[src/rtl/wel_ram.sv]
`timescale 1ns / 1ps
// ----------------------------------------------------------------------------
// wel_ram: generic simple dual-port ram
// one write port, one registered read port
// ----------------------------------------------------------------------------
module wel_ram #(
    parameter int unsigned WIDTH = 32,
    parameter int unsigned DEPTH = 64
) (
    input  logic                     aclk,
    input  logic                     we,
    input  logic [$clog2(DEPTH)-1:0] waddr,
    input  logic [WIDTH-1:0]         wdata,
    input  logic [$clog2(DEPTH)-1:0] raddr,
    output logic [WIDTH-1:0]         rdata
);
    logic [WIDTH-1:0] mem [DEPTH];

    always_ff @(posedge aclk) begin
        if (we) begin
            mem[waddr] <= wdata;
        end
        rdata <= mem[raddr];
    end
endmodule

[config.mk]
export PLATFORM = sky130hd
export DESIGN_NAME = wel_ram
export DESIGN_NICKNAME = d
export VERILOG_FILES = /design/src/rtl/wel_ram.sv
export SDC_FILE = /design/constraint.sdc
export NUM_CORES = 2
export LEC_CHECK = 0
export ABC_AREA = 0
export BUFFER_PORTS_ARGS = -buffer_cell sky130_fd_sc_hd__buf_2
export CAP_MARGIN = 20
export CORE_MARGIN = 2
export CORE_UTILIZATION = 30
export DETAILED_ROUTE_END_ITERATION = 8
export GPL_TIMING_DRIVEN = 0
export PLACE_DENSITY = 0.54
export SLEW_MARGIN = 20
export SYNTH_ARGS = -nofsm -noshare
export SYNTH_HDL_FRONTEND = slang
export SYNTH_SLANG_ARGS = --single-unit
[constraint.sdc]
create_clock -name aclk -period 6 [get_ports aclk]
set_clock_uncertainty 0.15 [all_clocks]
set_input_delay 0.9 -clock aclk [delete_from_list [all_inputs] [get_ports aclk]]
set_output_delay 0.9 -clock aclk [all_outputs]
set_load 0.03 [all_outputs]
; Yosys cells after proc, flatten, opt, wreduce, memory -nomap -nowiden
; Memories as Yosys holds them, arrays and structs flattened. A register that Yosys moved wholly into a read port is not among the register bits.
; Cells that the tools add are included.
[op_classes]
muxes = 2
[ops]
columns = operator, n
row1 = $mux W1, 2
[totals]
input_bits = 46
mem_count = 1
output_inout_bits = 32
wordCells = 3
reg_bits = 0
ramBits = 2048
[memory_table]
columns = name, depth, word_bits, read_ports, rd_clocked_by_memory_dff, wr, line
row1 = mem, 64, 32, 1, 1, 1, 17  ; logic [WIDTH-1:0] mem [DEPTH];

; Longest topological paths before layout
[depth]
word_depth = 2
mapped_depth = 10

; Least setup slack after synthesis
; Ideal clock, no wire load.
[synth_path]
path_type = input-to-reg
start = input port waddr[3]
end = memory mem[48][0], enable pin
t_required_ps = 5389
path_slack_ps = 1790
setup_ps = 461
path_stages = 4
arrival_ps = 3599
n_path_buf = 1
path_cell_list = clkbuf_1 -> nor2b_1 -> nand4b_1 -> nor3_1
[synth_lines]
columns = item, line
row1 = from (decl), 12  ; input logic [$clog2(DEPTH)-1:0] waddr,
row2 = to (decl), 17
; No word-level cell before the write port.

==> out/results.txt <==
Layout cell share with drive strength beyond 1 = 31.0%
Max Cap Violations = 0
Sequential-to-total area share from yosys stat = 79.1%
Global-route wire length before repair = 339000 µm
Post-Place Cell Area = 86900 µm²
Mean routed wirelength per cell = 33.9 µm
Yosys reg bits = 2080
Setup repair after global routing missed its margin = false
Fmax = 192 MHz
Static Leak = 28.8 nW
Final Hold Slack = 0.407 ns
Overflow after GRT = 0
DRC viols = 0
Initial antenna violation count = 27
Routed vias = 39.5k
Post-layout min period = 5.22 ns
FF/Latch Area = 62100 µm²
Vias in the first global route = 39.0k
Final net count = 3797
Die Y-Extent = 516 µm
Main synth FF type = edfxtp_1
Commonest non-fill, non-tap cell in the layout = edfxtp_1
Pwr/cell area = 331 nW/µm²
Initial Util = 30.2%
Worst IR drop on VDD = 0.290 mV
Worst Tran Pin Value = 1.13 ns
Num rows = 187
Final HPWL DP = 168000 µm
Final setup TNS = 0 ns
Worst path arrival time = 5.75 ns
Clock Latency Late Sink = 0.88 ns
Main area contributors after synthesis = edfxtp_1 (78%), mux4_2 (16%), mux2i_1 (1.2%), dfxtp_1 (0.82%), o22ai_1 (0.67%)
Final instance area = 93800 µm²
Yosys top cell area share = 78.3%
Full die area = 266000 µm²
Critical Path RT = 6.53 ns
Placed Instances = 7034
Synth async-reset ratio = 0%
EDFF count, synth = 2048
Core area = 260000 µm²
Final setup margin = 0.783 ns
IO Port Bufs = 69
Kind of critical path = in2reg
Routed vias/inst = 5.31
Most frequent cells in the layout = edfxtp_1 (2048), mux4_2 (544), clkbuf_16 (212), clkbuf_1 (120), buf_2 (100)
Max_slew headroom = 24.4%
Met2 usage = 29.7%
FILL cells = 23.5k
Hold Buf Count CTS = 0
Yosys warns = 0
IO Pins = 78
Gr busiest metal = met2
Post-route ant nets = 0
Post-synth top area cell = edfxtp_1
Final Cycle Share = 87.0%
Final hold vios = 0
Clock Sinks = 2080
Global-route track usage on met3 = 4.06%
Dpl ws = 0.0950 ns
Die Width = 516 µm
Clock transition at the registers of the reported paths = 0.06 ns
Root Buffer = clkbuf_16
Met1 GRT Util = 25.3%
TritonCTS Buffers = 210
Tot GR Track Use = 18.8%
Final design utilization = 36.1%
Count of different cell masters after synthesis = 34
Syn Area/Cell = 23.6 µm²
Tot Pwr = 31.0 mW
Min-Delay Path Class = in2reg
Status = complete, no violations
Clk buf depth = 3
Area of the multi-input gates = 16000 µm²
Syn_nets = 3370
Largest net degree at the start of global routing = 65
Non-Filler Instances = 7443
Area Overhead vs Synth = 19.5%
Setup bufs post-CTS = 0
First DRT Iteration DRCs = 5940
Cell count after synthesis = 3324
Slew Limit Fails = 0
Critical Path End Type = flop
H-tree depth reported by CTS = 4
Setup violations, final = 0
DRT Pass-1 Iters = 7
Placer Congestion = 0.820
TritonCTS clock tree = built
Total routed wirelength = 252000 µm
Cell Area, Synth = 78500 µm²
PostCTS Resize Cnt = 0
Critical path startpoint category = input pin
CP Max Fanout = 10
-- flip-flops by register name (all words and copies together), names as in the netlist --
signal and count:
rdata 32, mem 2048
-- critical path, cell delays in order --
cell and delay [ns]:
buf_2 0.46, buf_2 0.44, buf_2 0.39, clkbuf_1 0.82, buf_2 0.59, mux2i_1 0.20, a21oi_1 0.77, a21oi_1 0.39
nor2_1 0.72
-- layout make-up --
class                           count  share of cell area [%]
Sequential cell                  2080                    66.2
Multi-Input combinational cell   1062                    17.0
Clock buffer                      275                    5.96
Tap cell                         3496                    4.66
Timing Repair Buffer              215                    3.76
Clock inverter                    121                    1.37
Buffer                            182                   0.965
Antenna cell                       12                  0.0320
-- Yosys cell counts (all sizes together) (4+ instances only) --
master  number
a21oi       62
a22oi       12
a311oi       8
a41o         4
and3         4
buf        108
clkbuf      74
dfxtp       32
edfxtp    2048
mux2i       93
mux4       544
nand2       26
nand2b       8
nand3        5
nand3b       5
nor2       137
nor2b       15
nor3         7
o221ai      27
o22ai       84
o32ai        4
or3b         5
-- where the power goes --
group	leakage (nW)	internal, mW	switching (mW)
clock network	3.35	7.43	5.74
logic	6.80	0.565	1.20
registers	18.7	16.1	0.0307
-- cells by family (layout without fill, tap and decap cells) --
kind of cell,after synthesis,after routing,synth area share (%)
buffers and inverters,182,793,1.13
AOI/OAI and AO/OA,202,202,1.67
muxes,637,637,16.8
other,0,12,0
DFF,2080,2080,79.1
and+or+nand+nor,223,223,1.27
-- path summary, 6_finish.rpt --
path	slack, ns	start	cells after the start	endpoint
max	0.78	raddr[1]	9	rdata[11]
min	0.41	wdata[31]	1	mem[31][31]
max reg2reg	3.06	mem[47][2]	5	rdata[2]
min reg2reg	0.81	mem[50][25]	5	rdata[25]
-- layer usage --
layer / part of all wire [%] / up-vias
li1: - / 15200
met1: 39 / 21700
met5: 0.026 / -
met4: 4.3 / 12
met3: 9.4 / 474
met2: 47 / 2131
No activity file was read; power rests on OpenSTA's default activity.
