$ cat config.mk
export PLATFORM = sky130hd
export DESIGN_NAME = wel_div
export DESIGN_NICKNAME = d
export VERILOG_FILES = /design/src/rtl/wel_pkg.sv /design/src/rtl/wel_div.sv
export SDC_FILE = /design/constraint.sdc
export NUM_CORES = 1
export LEC_CHECK = 0
export BUFFER_PORTS_ARGS = -buffer_cell sky130_fd_sc_hd__buf_2
export CAP_MARGIN = 0
export CORE_MARGIN = 2
export CORE_UTILIZATION = 49
export DETAILED_ROUTE_END_ITERATION = 10
export GPL_ROUTABILITY_DRIVEN = 1
export PLACE_DENSITY_LB_ADDON = 0.08
export SLEW_MARGIN = 0
export SYNTH_ARGS = -nofsm -noshare
export SYNTH_HDL_FRONTEND = slang
export SYNTH_SLANG_ARGS = --single-unit
$ cat constraint.sdc
create_clock -name aclk -period 3.55 [get_ports aclk]
set_clock_uncertainty 0.2 [all_clocks]
set_input_delay 0.1775 -clock aclk [delete_from_list [all_inputs] [get_ports aclk]]
set_output_delay 0.1775 -clock aclk [all_outputs]
set_load 0.03 [all_outputs]
$ cat src/rtl/wel_pkg.sv
`timescale 1ns / 1ps
// ----------------------------------------------------------------------------
// wel_pkg: shared types for the worker load tracker
// payload structs, divider control and fixed constants
// ----------------------------------------------------------------------------
package wel_pkg;

    localparam int unsigned LaneDivisor = 85;
    localparam int unsigned Lanes       = 3;
    localparam int unsigned MicroPerSec = 1000000;
    localparam logic [16:0] OneQ16      = 17'd65536;
    localparam logic [16:0] WeightReset = 17'd13107;
    localparam logic [0:0]  RegWeight   = 1'b0;
    localparam logic        ActDispatch = 1'b0;

    typedef struct packed {
        logic        action;
        logic [5:0]  worker_index;
        logic [7:0]  priority_req;
        logic [31:0] service_lat;
        logic [31:0] byte_count;
    } wel_in_t;

    typedef struct packed {
        logic [31:0] sample_count;
        logic [15:0] inflight_count;
        logic [43:0] service_avg;
        logic [27:0] queue_avg;
        logic [51:0] throughput_avg;
        logic [1:0]  lane_index;
        logic [31:0] lane_count;
    } wel_out_t;

    typedef struct packed {
        logic        start;
        logic [63:0] dividend;
        logic [31:0] divisor;
    } div_req_t;

    typedef struct packed {
        logic        done;
        logic [63:0] quotient;
        logic [31:0] remainder;
    } div_rsp_t;

endpackage

$ cat src/rtl/wel_div.sv
`timescale 1ns / 1ps
// ----------------------------------------------------------------------------
// wel_div: radix-2 restoring divider
// 64-bit dividend by 32-bit divisor, one quotient bit per cycle
// ----------------------------------------------------------------------------
module wel_div (
    input  logic              aclk,
    input  logic              aresetn,
    input  wel_pkg::div_req_t req,
    output wel_pkg::div_rsp_t rsp
);
    import wel_pkg::*;

    logic [63:0] quo_reg;
    logic [32:0] rem_reg;
    logic [31:0] dvs_reg;
    logic [6:0]  cnt_reg;
    logic        busy_reg;
    logic        done_reg;
    logic [32:0] trial;

    assign trial = {rem_reg[31:0], quo_reg[63]} - {1'b0, dvs_reg};

    always_ff @(posedge aclk) begin
        if (!aresetn) begin
            busy_reg <= 1'b0;
            done_reg <= 1'b0;
            cnt_reg  <= '0;
        end else begin
            done_reg <= 1'b0;
            if (req.start) begin
                busy_reg <= 1'b1;
                cnt_reg  <= 7'd64;
                quo_reg  <= req.dividend;
                rem_reg  <= '0;
                dvs_reg  <= req.divisor;
            end else if (busy_reg) begin
                // shift in one dividend bit, subtract if it fits
                if (!trial[32]) begin
                    rem_reg <= trial;
                    quo_reg <= {quo_reg[62:0], 1'b1};
                end else begin
                    rem_reg <= {rem_reg[31:0], quo_reg[63]};
                    quo_reg <= {quo_reg[62:0], 1'b0};
                end
                cnt_reg <= cnt_reg - 7'd1;
                if (cnt_reg == 7'd1) begin
                    busy_reg <= 1'b0;
                    done_reg <= 1'b1;
                end
            end
        end
    end

    assign rsp.done      = done_reg;
    assign rsp.quotient  = quo_reg;
    assign rsp.remainder = rem_reg[31:0];
endmodule

Word level (Yosys, flattened, before mapping)
Cells that the tools add are included.
- add/subtract/negate cells: 2
- equality and inequality tests: 1
- multiplexer cells: 11
- bitwise logic cells: 2
- reductions and logical operators: 5
- operators by type and width (operator ; count):
    $mux W64 ; 2
    $mux W32 ; 2
    $sub A33 B32 Y33 ; 1
    $mux W7 ; 2
    $eq A7 B1 Y1 const B ; 1
    $sub A7 B1 Y7 const B ; 1
    $mux W1 ; 5
    $reduce_and A2 Y1 ; 2
    $reduce_or A3 Y1 ; 1
    $not A1 Y1 ; 2
    $reduce_bool A2 Y1 ; 1
    $reduce_or A2 Y1 ; 1
- register bits after elaboration: 137
- output and inout bits: 97
- logic and storage cells: 28

Longest topological paths before layout
Gate-level depths: netlist (run 1).
- depth after elaboration: 4
- gate-level depth with buffers: 13

Worst setup path after synthesis (run 1)
No wires, ideal clock.
- path type: register to register
- start point: register quo_reg[63]
- end point: register rem_reg[8], data pin
- library setup time: 0.147 ns
- data arrival time: 3.009 ns
- data required time: 3.203 ns
- path slack: 0.194 ns
- cell stages (with the launch flop): 13
- buffers on the path: 1
- clock period less this slack: 3.356 ns
- cell sequence: edfxtp_1 > inv_1 > ha_1 > fa_1 > nand2b_1 > a21o_1 > a21o_1 > nand2b_2 > a211oi_1 > o311a_1 > buf_6 > or4_1 > a21oi_1
- word-level cells in the longest chain between the ends: 3
- ends and longest elaborated chain (what ; line ; RTL):
    from (decl) ; wel_div.sv:14 ; logic [63:0] quo_reg;
    from (signal assigned) ; wel_div.sv:34 ; quo_reg <= req.dividend;
    from (signal assigned) ; wel_div.sv:41 ; quo_reg <= {quo_reg[62:0], 1'b1};
    from (signal assigned) ; wel_div.sv:44 ; quo_reg <= {quo_reg[62:0], 1'b0};
    $sub A33 B32 Y33 ; wel_div.sv:22 ; assign trial = {rem_reg[31:0], quo_reg[63]} - {1'b0, dvs_reg};
    $mux W32 ; wel_div.sv:39 ; if (!trial[32]) begin
    $mux W32 ; wel_div.sv:37 ; end else if (busy_reg) begin
    to (signal assigned) ; wel_div.sv:40 ; rem_reg <= trial;
    to (signal assigned) ; wel_div.sv:43 ; rem_reg <= {rem_reg[31:0], quo_reg[63]};
    to (decl) ; wel_div.sv:15 ; logic [32:0] rem_reg;
No other way between the ends. The select of a mux whose other input is x is not followed.
A chain may end at the register's enable or synchronous reset.

Worst setup path after layout (run 1)
- start point: register quo_reg[63]
- end point: register rem_reg[16], data pin
The elaborated chain is that of the path after synthesis.

==> flow_summary_export.csv, run 1 <==
group,metric,value,unit
timing,tns,0,ns
synth,synth.distinct_cells,63,
routing,drc,0,
synth,netlist_instances,656,
synth,synth_top_area_share,50.7,%
placed_design,routabilityCongestion,0.908,
worst_setup_path,start_kind,"flop",
synth,synth_xor_area_share,2.42,%
floorplanning,start_util,50.1,%
floorplanning,fp.dieH,128,µm
timing,whs,0.0546,ns
run,cap_violations,0,
placed_design,hpwlAfterDp,14200,µm
timing,drv_slew,0,
timing,hold_viol_final,0,
power,power.density,502,mW/mm²
floorplanning,rows,45,
final_layout,drive_gt1_share,33.6,%
worst_setup_path,worst_setup_path_end_kind,"flop",
worst_setup_path,cp_slowest_stage_delay,0.52,ns
final_layout,final_common_cell,"buf_2",
final_layout,n_antenna_cell,0,
final_layout,final_cell_mix,"194 x buf_2, 128 x edfxtp_1, 97 x dlygate4sd3_1, 64 x mux2_2, 55 x a21oi_1",
synth,synth_edf_count,128,
final_layout,nNetsFinal,1089,
clocking,cts_max_path_buffers,2,
final_layout,largest_reg_flops,64,
synth,ys_seq_elements,137,
global_routing,grt.total_usage,25.7,%
global_routing,grt_pass1_vias,6603,
synth,async_flop_share,0,%
synth,synth_adder_area_share,5.87,%
synth,yosysWarnings,0,
clocking,cts_root_buf,"clkbuf_16",
worst_setup_path,crit_fanout,16,
clocking,cts_buffers,17,
synth,yosys.area.top_type,"edfxtp_1",
synth,muxShareOfSynthArea,9.63,%
clocking,cts_tree,"built",
final_layout,synthToLayoutAreaGrowth,37.2,%
timing,setup_viol,0,
synth,synthesis.nets,790,
worst_setup_path,crit_top_cell,"a21o_1",
routing,via_per_inst,5.60,
global_routing,overflow,0,
power,peakVddDrop,378,µV
synth,netlist_top_cells_area,"edfxtp_1 51%, mux2_2 9.5%, ha_1 5.6%",
synth,ys_seq_area_share,53.0,%
timing,fmaxAchievable,295,MHz
timing,tightest_slew,0.893,ns
worst_setup_path,cp_top_family,"compound AO/OA/AOI/OAI gates",
floorplanning,dieArea,0.0165,mm²
global_routing,antenna_found_initial,0,
floorplanning,core,0.0151,mm²
synth,synth-compound-area-share,15.0,%
synth,synth_area_per_cell,11.6,µm²
clocking,cts-htree-levels,4,
floorplanning,io_pins,196,
routing,detail-route-antenna-nets,0,
worst_setup_path,required,3.60,ns
timing,fin_crit,3.40,ns
status,status,"finished, final reports clean",
power,total_power,5.23,mW
global_routing,grt_pass1_wl,33100,µm
worst_setup_path,crit_chain,"inv_1, ha_1, fa_1, nand2b_4, a21o_1, a21o_1, nand2b_2, a211oi_1, o311a_1, buf_4, or4_1, a21oi_1",
timing,relSlewSlack,40.5,%
synth,synthesis.area,0.00759,mm²
timing,layout_worst_path_cycle_share,95.6,%
placed_design,portBuffers,195,
routing,drt_iter0_markers,366,
clocking,cts.sinks,137,
worst_setup_path,worst-path-buf-inv,2,
timing,rsz0062_at_grt,"no",
routing,wl,21100,µm
worst_setup_path,arrival,3.45,ns
power,p_leak,4.34,nW
worst_setup_path,crit_type,"flop to flop",
clocking,clk_pin_slew,0.06,ns
routing,wl_per_cell,18.2,µm
synth,synth_top_family_by_area,"compound AO/OA/AOI/OAI gates",
routing,firstDrtPassIters,5,
worst_setup_path,cp_slowest_cell,"or4_1",
synth,synth_ff_type,"edfxtp_1",
min_path,hp-class,"primary input to flop",
floorplanning,die_w,128,µm
synth,yosys.area_share.simple,10.1,%
global_routing,grt_max_degree,72,
routing,vias,6479,
clocking,clock_latency,0.42,ns
final_layout,final_util,68.7,%
where the power goes:
part / internal, mW / total, mW / switching (mW)
Combinational: 0.575 / 1.39 / 0.819
Clock: 1.12 / 1.82 / 0.709
Sequential: 1.93 / 2.01 / 0.0775
Yosys cell counts (7+ instances only):
library cell  instances
ha_1                 34
mux2_2               64
clkbuf_1             22
dfxtp_1               9
edfxtp_1            128
o21a_1                9
a211oi_1              9
inv_1                41
nor2_1               28
nand3_1              18
nand2b_1              7
nand4_1               8
o21ai_0              46
o211ai_1              7
xor2_1                8
xnor2_1              13
a21oi_1              56
a21o_1               12
nor3_1               12
nand2_1              36
cells by family (layout without fill, tap and decap cells):
kind of cell / after synthesis / in the layout
and+or+nand+nor: 148 / 148
DFF: 137 / 137
buffers and inverters: 72 / 384
adders and majority gates: 35 / 35
muxes: 65 / 65
AOI/OAI and AO/OA: 178 / 178
xor gates and xnor gates: 21 / 21
per-stage QoR:
stage	setup WS (ns)	cells	instance area, µm²
after floorplan	0.194	656	7590
after global placement	0.194	1026	8820
after detailed placement	0.0744	1026	8820
after CTS	0.0346	1155	10400
after global routing	0.00492	1156	10400
final	0.155	1156	10400
layer usage:
metal / part of all wire (%) / wire (µm) / GRT usage, %
met2: 50 / 10600 / 44.7
met3: 6.1 / 1280 / 6.61
met1: 41 / 8650 / 31.1
met5: 0 / 0 / 0
met4: 2.4 / 500 / 9.24
worst paths after layout:
kind | from | to | slack [ns] | cells after the start
max | quo_reg[63] | rem_reg[16] | 0.15 | 12
min | req[96] | rem_reg[27] | 0.05 | 2
max reg2reg | quo_reg[63] | rem_reg[16] | 0.15 | 12
min reg2reg | cnt_reg[1] | cnt_reg[1] | 0.31 | 2
final cells by class:
cell class                      count  area, µm²
Clock buffer                       19        433
Clock inverter                     13        169
Fill cell                        1102       4730
Inverter                           41        154
Multi-Input combinational cell    447       3290
Sequential cell                   137       4020
Tap cell                          188        235
Timing Repair Buffer              311       2100
timing repair:
action	4_1_cts	5_1_grt
hold buffers	97	0
endpoints found under the setup margin	0	10
resized for setup	0	4
endpoints found under the hold margin	104	0
buffers inserted	0	1
Note: power is estimated with default switching activity, not from simulation.
==> run 2: changes to the inputs <==
ABC_AREA = 1   (was default)
CORE_UTILIZATION = 50   (was 49)
==> run 2 against run 1 <==
Compared with the run above: sequential cell count stayed put; setup slack better by 0.46 ns; first-iteration DRC count is 26% higher; register-to-register slack better by 0.46 ns; final cell count is 41% higher; count of clock-buffer cells in the layout is 2 lower; total power is 13% higher; combinational power is 46% higher; non-clock buffer count is 13 lower; utilization is 1.2 points lower; critical endpoint is now rem_reg[28].
==> flow_summary_export.csv, run 2 <==
group,metric,value,unit
timing,tightest_slew,0.972,ns
routing,via_per_inst,4.72,
placed_design,dp_cells,1505,
clocking,cts_root_buf,"clkbuf_16",
synth,synth_most_common_cell,"nand2_1",
timing,tns,0,ns
power,p_leak,5.89,nW
final_layout,largest_reg_flops,64,
worst_setup_path,crit_chain,"inv_1, ha_1, fa_1, inv_1, nand2_1, nand2_1, nand3_2, nand2_2, nand2_2, nand2_4, nand2_4, nand2_4, nand2_2, nand2_4, nand2_1, nand2_1, nor2_1",
global_routing,grt.total_usage,25.7,%
timing,rsz0062_at_grt,"no",
clocking,cts_buffers,17,
synth,netlist_instances,1109,
worst_setup_path,worst_setup_path_end_kind,"flop",
clocking,clk_pin_slew,0.06,ns
placed_design,routabilityCongestion,0.937,
routing,drc,0,
final_layout,synthToLayoutAreaGrowth,32.0,%
worst_setup_path,arrival,2.91,ns
clocking,clock_latency,0.43,ns
floorplanning,dieArea,0.0181,mm²
routing,drt_iter0_markers,461,
routing,detail-route-antenna-nets,0,
global_routing,grt_pass1_wl,36700,µm
status,status,"finished, final reports clean",
run,cap_violations,0,
final_layout,drive_gt1_share,20.7,%
final_layout,multi_input_area,0.00371,mm²
floorplanning,die_w,134,µm
placed_design,hpwlAfterDp,16000,µm
synth,yosysWarnings,0,
final_layout,instances_no_fill,1635,
synth,synth_area_per_cell,7.68,µm²
routing,wl,22700,µm
worst_setup_path,cp_slowest_cell,"fa_1",
timing,fin_crit,2.93,ns
global_routing,grt_max_degree,65,
timing,layout_worst_path_cycle_share,82.5,%
final_layout,nNetsFinal,1537,
worst_setup_path,start_kind,"flop",
worst_setup_path,cp_slowest_stage_delay,0.42,ns
timing,drv_slew,0,
clocking,cts_max_path_buffers,2,
routing,vias,7724,
synth,synth_ff_type,"edfxtp_1",
floorplanning,core,0.0166,mm²
floorplanning,fp.dieH,134,µm
final_layout,n_antenna_cell,0,
final_layout,final_common_cell,"nand2_1",
placed_design,portBuffers,195,
global_routing,overflow,0,
clocking,cts.sinks,137,
synth,synth_top_area_share,45.1,%
global_routing,grt_pass1_vias,7618,
worst_setup_path,required,3.53,ns
synth,synth.distinct_cells,39,
timing,fmaxAchievable,341,MHz
min_path,hp-class,"primary input to flop",
final_layout,final_cell_mix,"484 x nand2_1, 195 x buf_2, 162 x inv_1, 128 x edfxtp_1, 105 x nor2_1",
worst_setup_path,crit_type,"flop to flop",
final_layout,register_area,0.00402,mm²
clocking,cts-htree-levels,4,
final_layout,fill_cells,1411,
synth,synthesis.area,0.00851,mm²
floorplanning,io_pins,196,
synth,ys_seq_elements,137,
power,peakVddDrop,378,µV
worst_setup_path,crit_fanout,33,
global_routing,antenna_found_initial,0,
clocking,cts_resized,0,
timing,setup_viol,0,
synth,yosys.area.top_type,"edfxtp_1",
final_layout,final_util,67.5,%
synth,async_flop_share,0,%
synth,ys_seq_area_share,47.3,%
routing,firstDrtPassIters,4,
power,power.density,523,mW/mm²
timing,hold_viol_final,0,
timing,relSlewSlack,35.1,%
synth,synth_common_cells,"485 x nand2_1, 162 x inv_1, 128 x edfxtp_1",
clocking,cts_tree,"built",
synth,synthesis.nets,1243,
synth,netlist_top_cells_area,"edfxtp_1 45%, nand2_1 21%, inv_1 7.1%",
floorplanning,rows,47,
routing,wl_per_cell,13.9,µm
synth,synth_edf_count,128,
floorplanning,start_util,51.2,%
[run 2: changes by cell type after synthesis, sizes merged, moves of 9 or more]
cell	change
a211oi	-10
a21o	-10
a21oi	-35
clkbuf	-14
inv	+131
mux2	-64
nand2	+482
nand3	+9
nor2	+90
o21ai	-45
xnor2	-12
[run 2: metal layers]
metal | share of wire (%) | up-vias | global-route usage, % | wire, µm
met3 | 6.1 | 34 | 5.37 | 1380
li1 | - | 4006 | - | -
met4 | 2.1 | 0 | 8.25 | 481
met2 | 49 | 252 | 44.0 | 11000
met1 | 43 | 3432 | 32.8 | 9820
met5 | 0 | - | 0 | 0
[run 2: through the flow]
step	cell area (µm²)	power [mW]	hold WS (ns)	worst slack [ns]
after floorplan	8510	3.62	0.0764	0.407
after global placement	9690	4.05	0.154	0.737
after detailed placement	9690	4.08	0.156	0.630
after CTS	11200	5.91	0.244	0.607
after global routing	11200	6.22	0.253	0.403
final	11200	5.88	0.258	0.620
[run 2: where the power goes]
part / internal (mW) / total (mW) / switching, mW
clock: 0.978 / 1.75 / 0.771
combinational: 0.681 / 2.03 / 1.35
sequential: 2.00 / 2.10 / 0.108
total: 3.65 / 5.88 / 2.23
[run 2: worst paths after layout]
check                           depth (start not counted)   startpoint     endpoint  slack, ns
worst min register to register                          2   cnt_reg[6]   cnt_reg[6]       0.27
worst min-delay path                                    2      req[25]  dvs_reg[25]       0.26
worst max register to register                         17  quo_reg[63]  rem_reg[28]       0.62
worst max-delay path                                   17  quo_reg[63]  rem_reg[28]       0.62
[run 2: area by class of cell]
type | instances | share of cell area [%]
multi-input combinational | 776 | 33.0
sequential | 137 | 35.8
inverter | 173 | 5.78
clock buffer | 17 | 3.78
tap | 220 | 2.45
timing repair buffer | 298 | 18.0
clock inverter | 14 | 1.21
[run 2: timing repair]
| item | in CTS | in global routing |
|---|---|---|
| buffers inserted | 0 | 0 |
| endpoints found under the hold margin | 104 | 0 |
| hold buffers | 99 | 0 |
[run 2: critical path: cells and delay by family, from the launching register on]
kind | cells | cell delay [ns]
adders and majority gates | 2 | 0.65
DFF | 1 | 0.36
buffers and inverters | 2 | 0.17
and+or+nand+nor | 13 | 1.28
[run 2: cell families after synthesis]
family,count (synthesis),synth area share (%)
AOI/OAI and AO/OA,33,2.31
xor gates and xnor gates,15,1.54
adders and majority gates,35,5.23
buffers and inverters,196,9.26
DFF,137,47.3
and+or+nand+nor,693,34.4
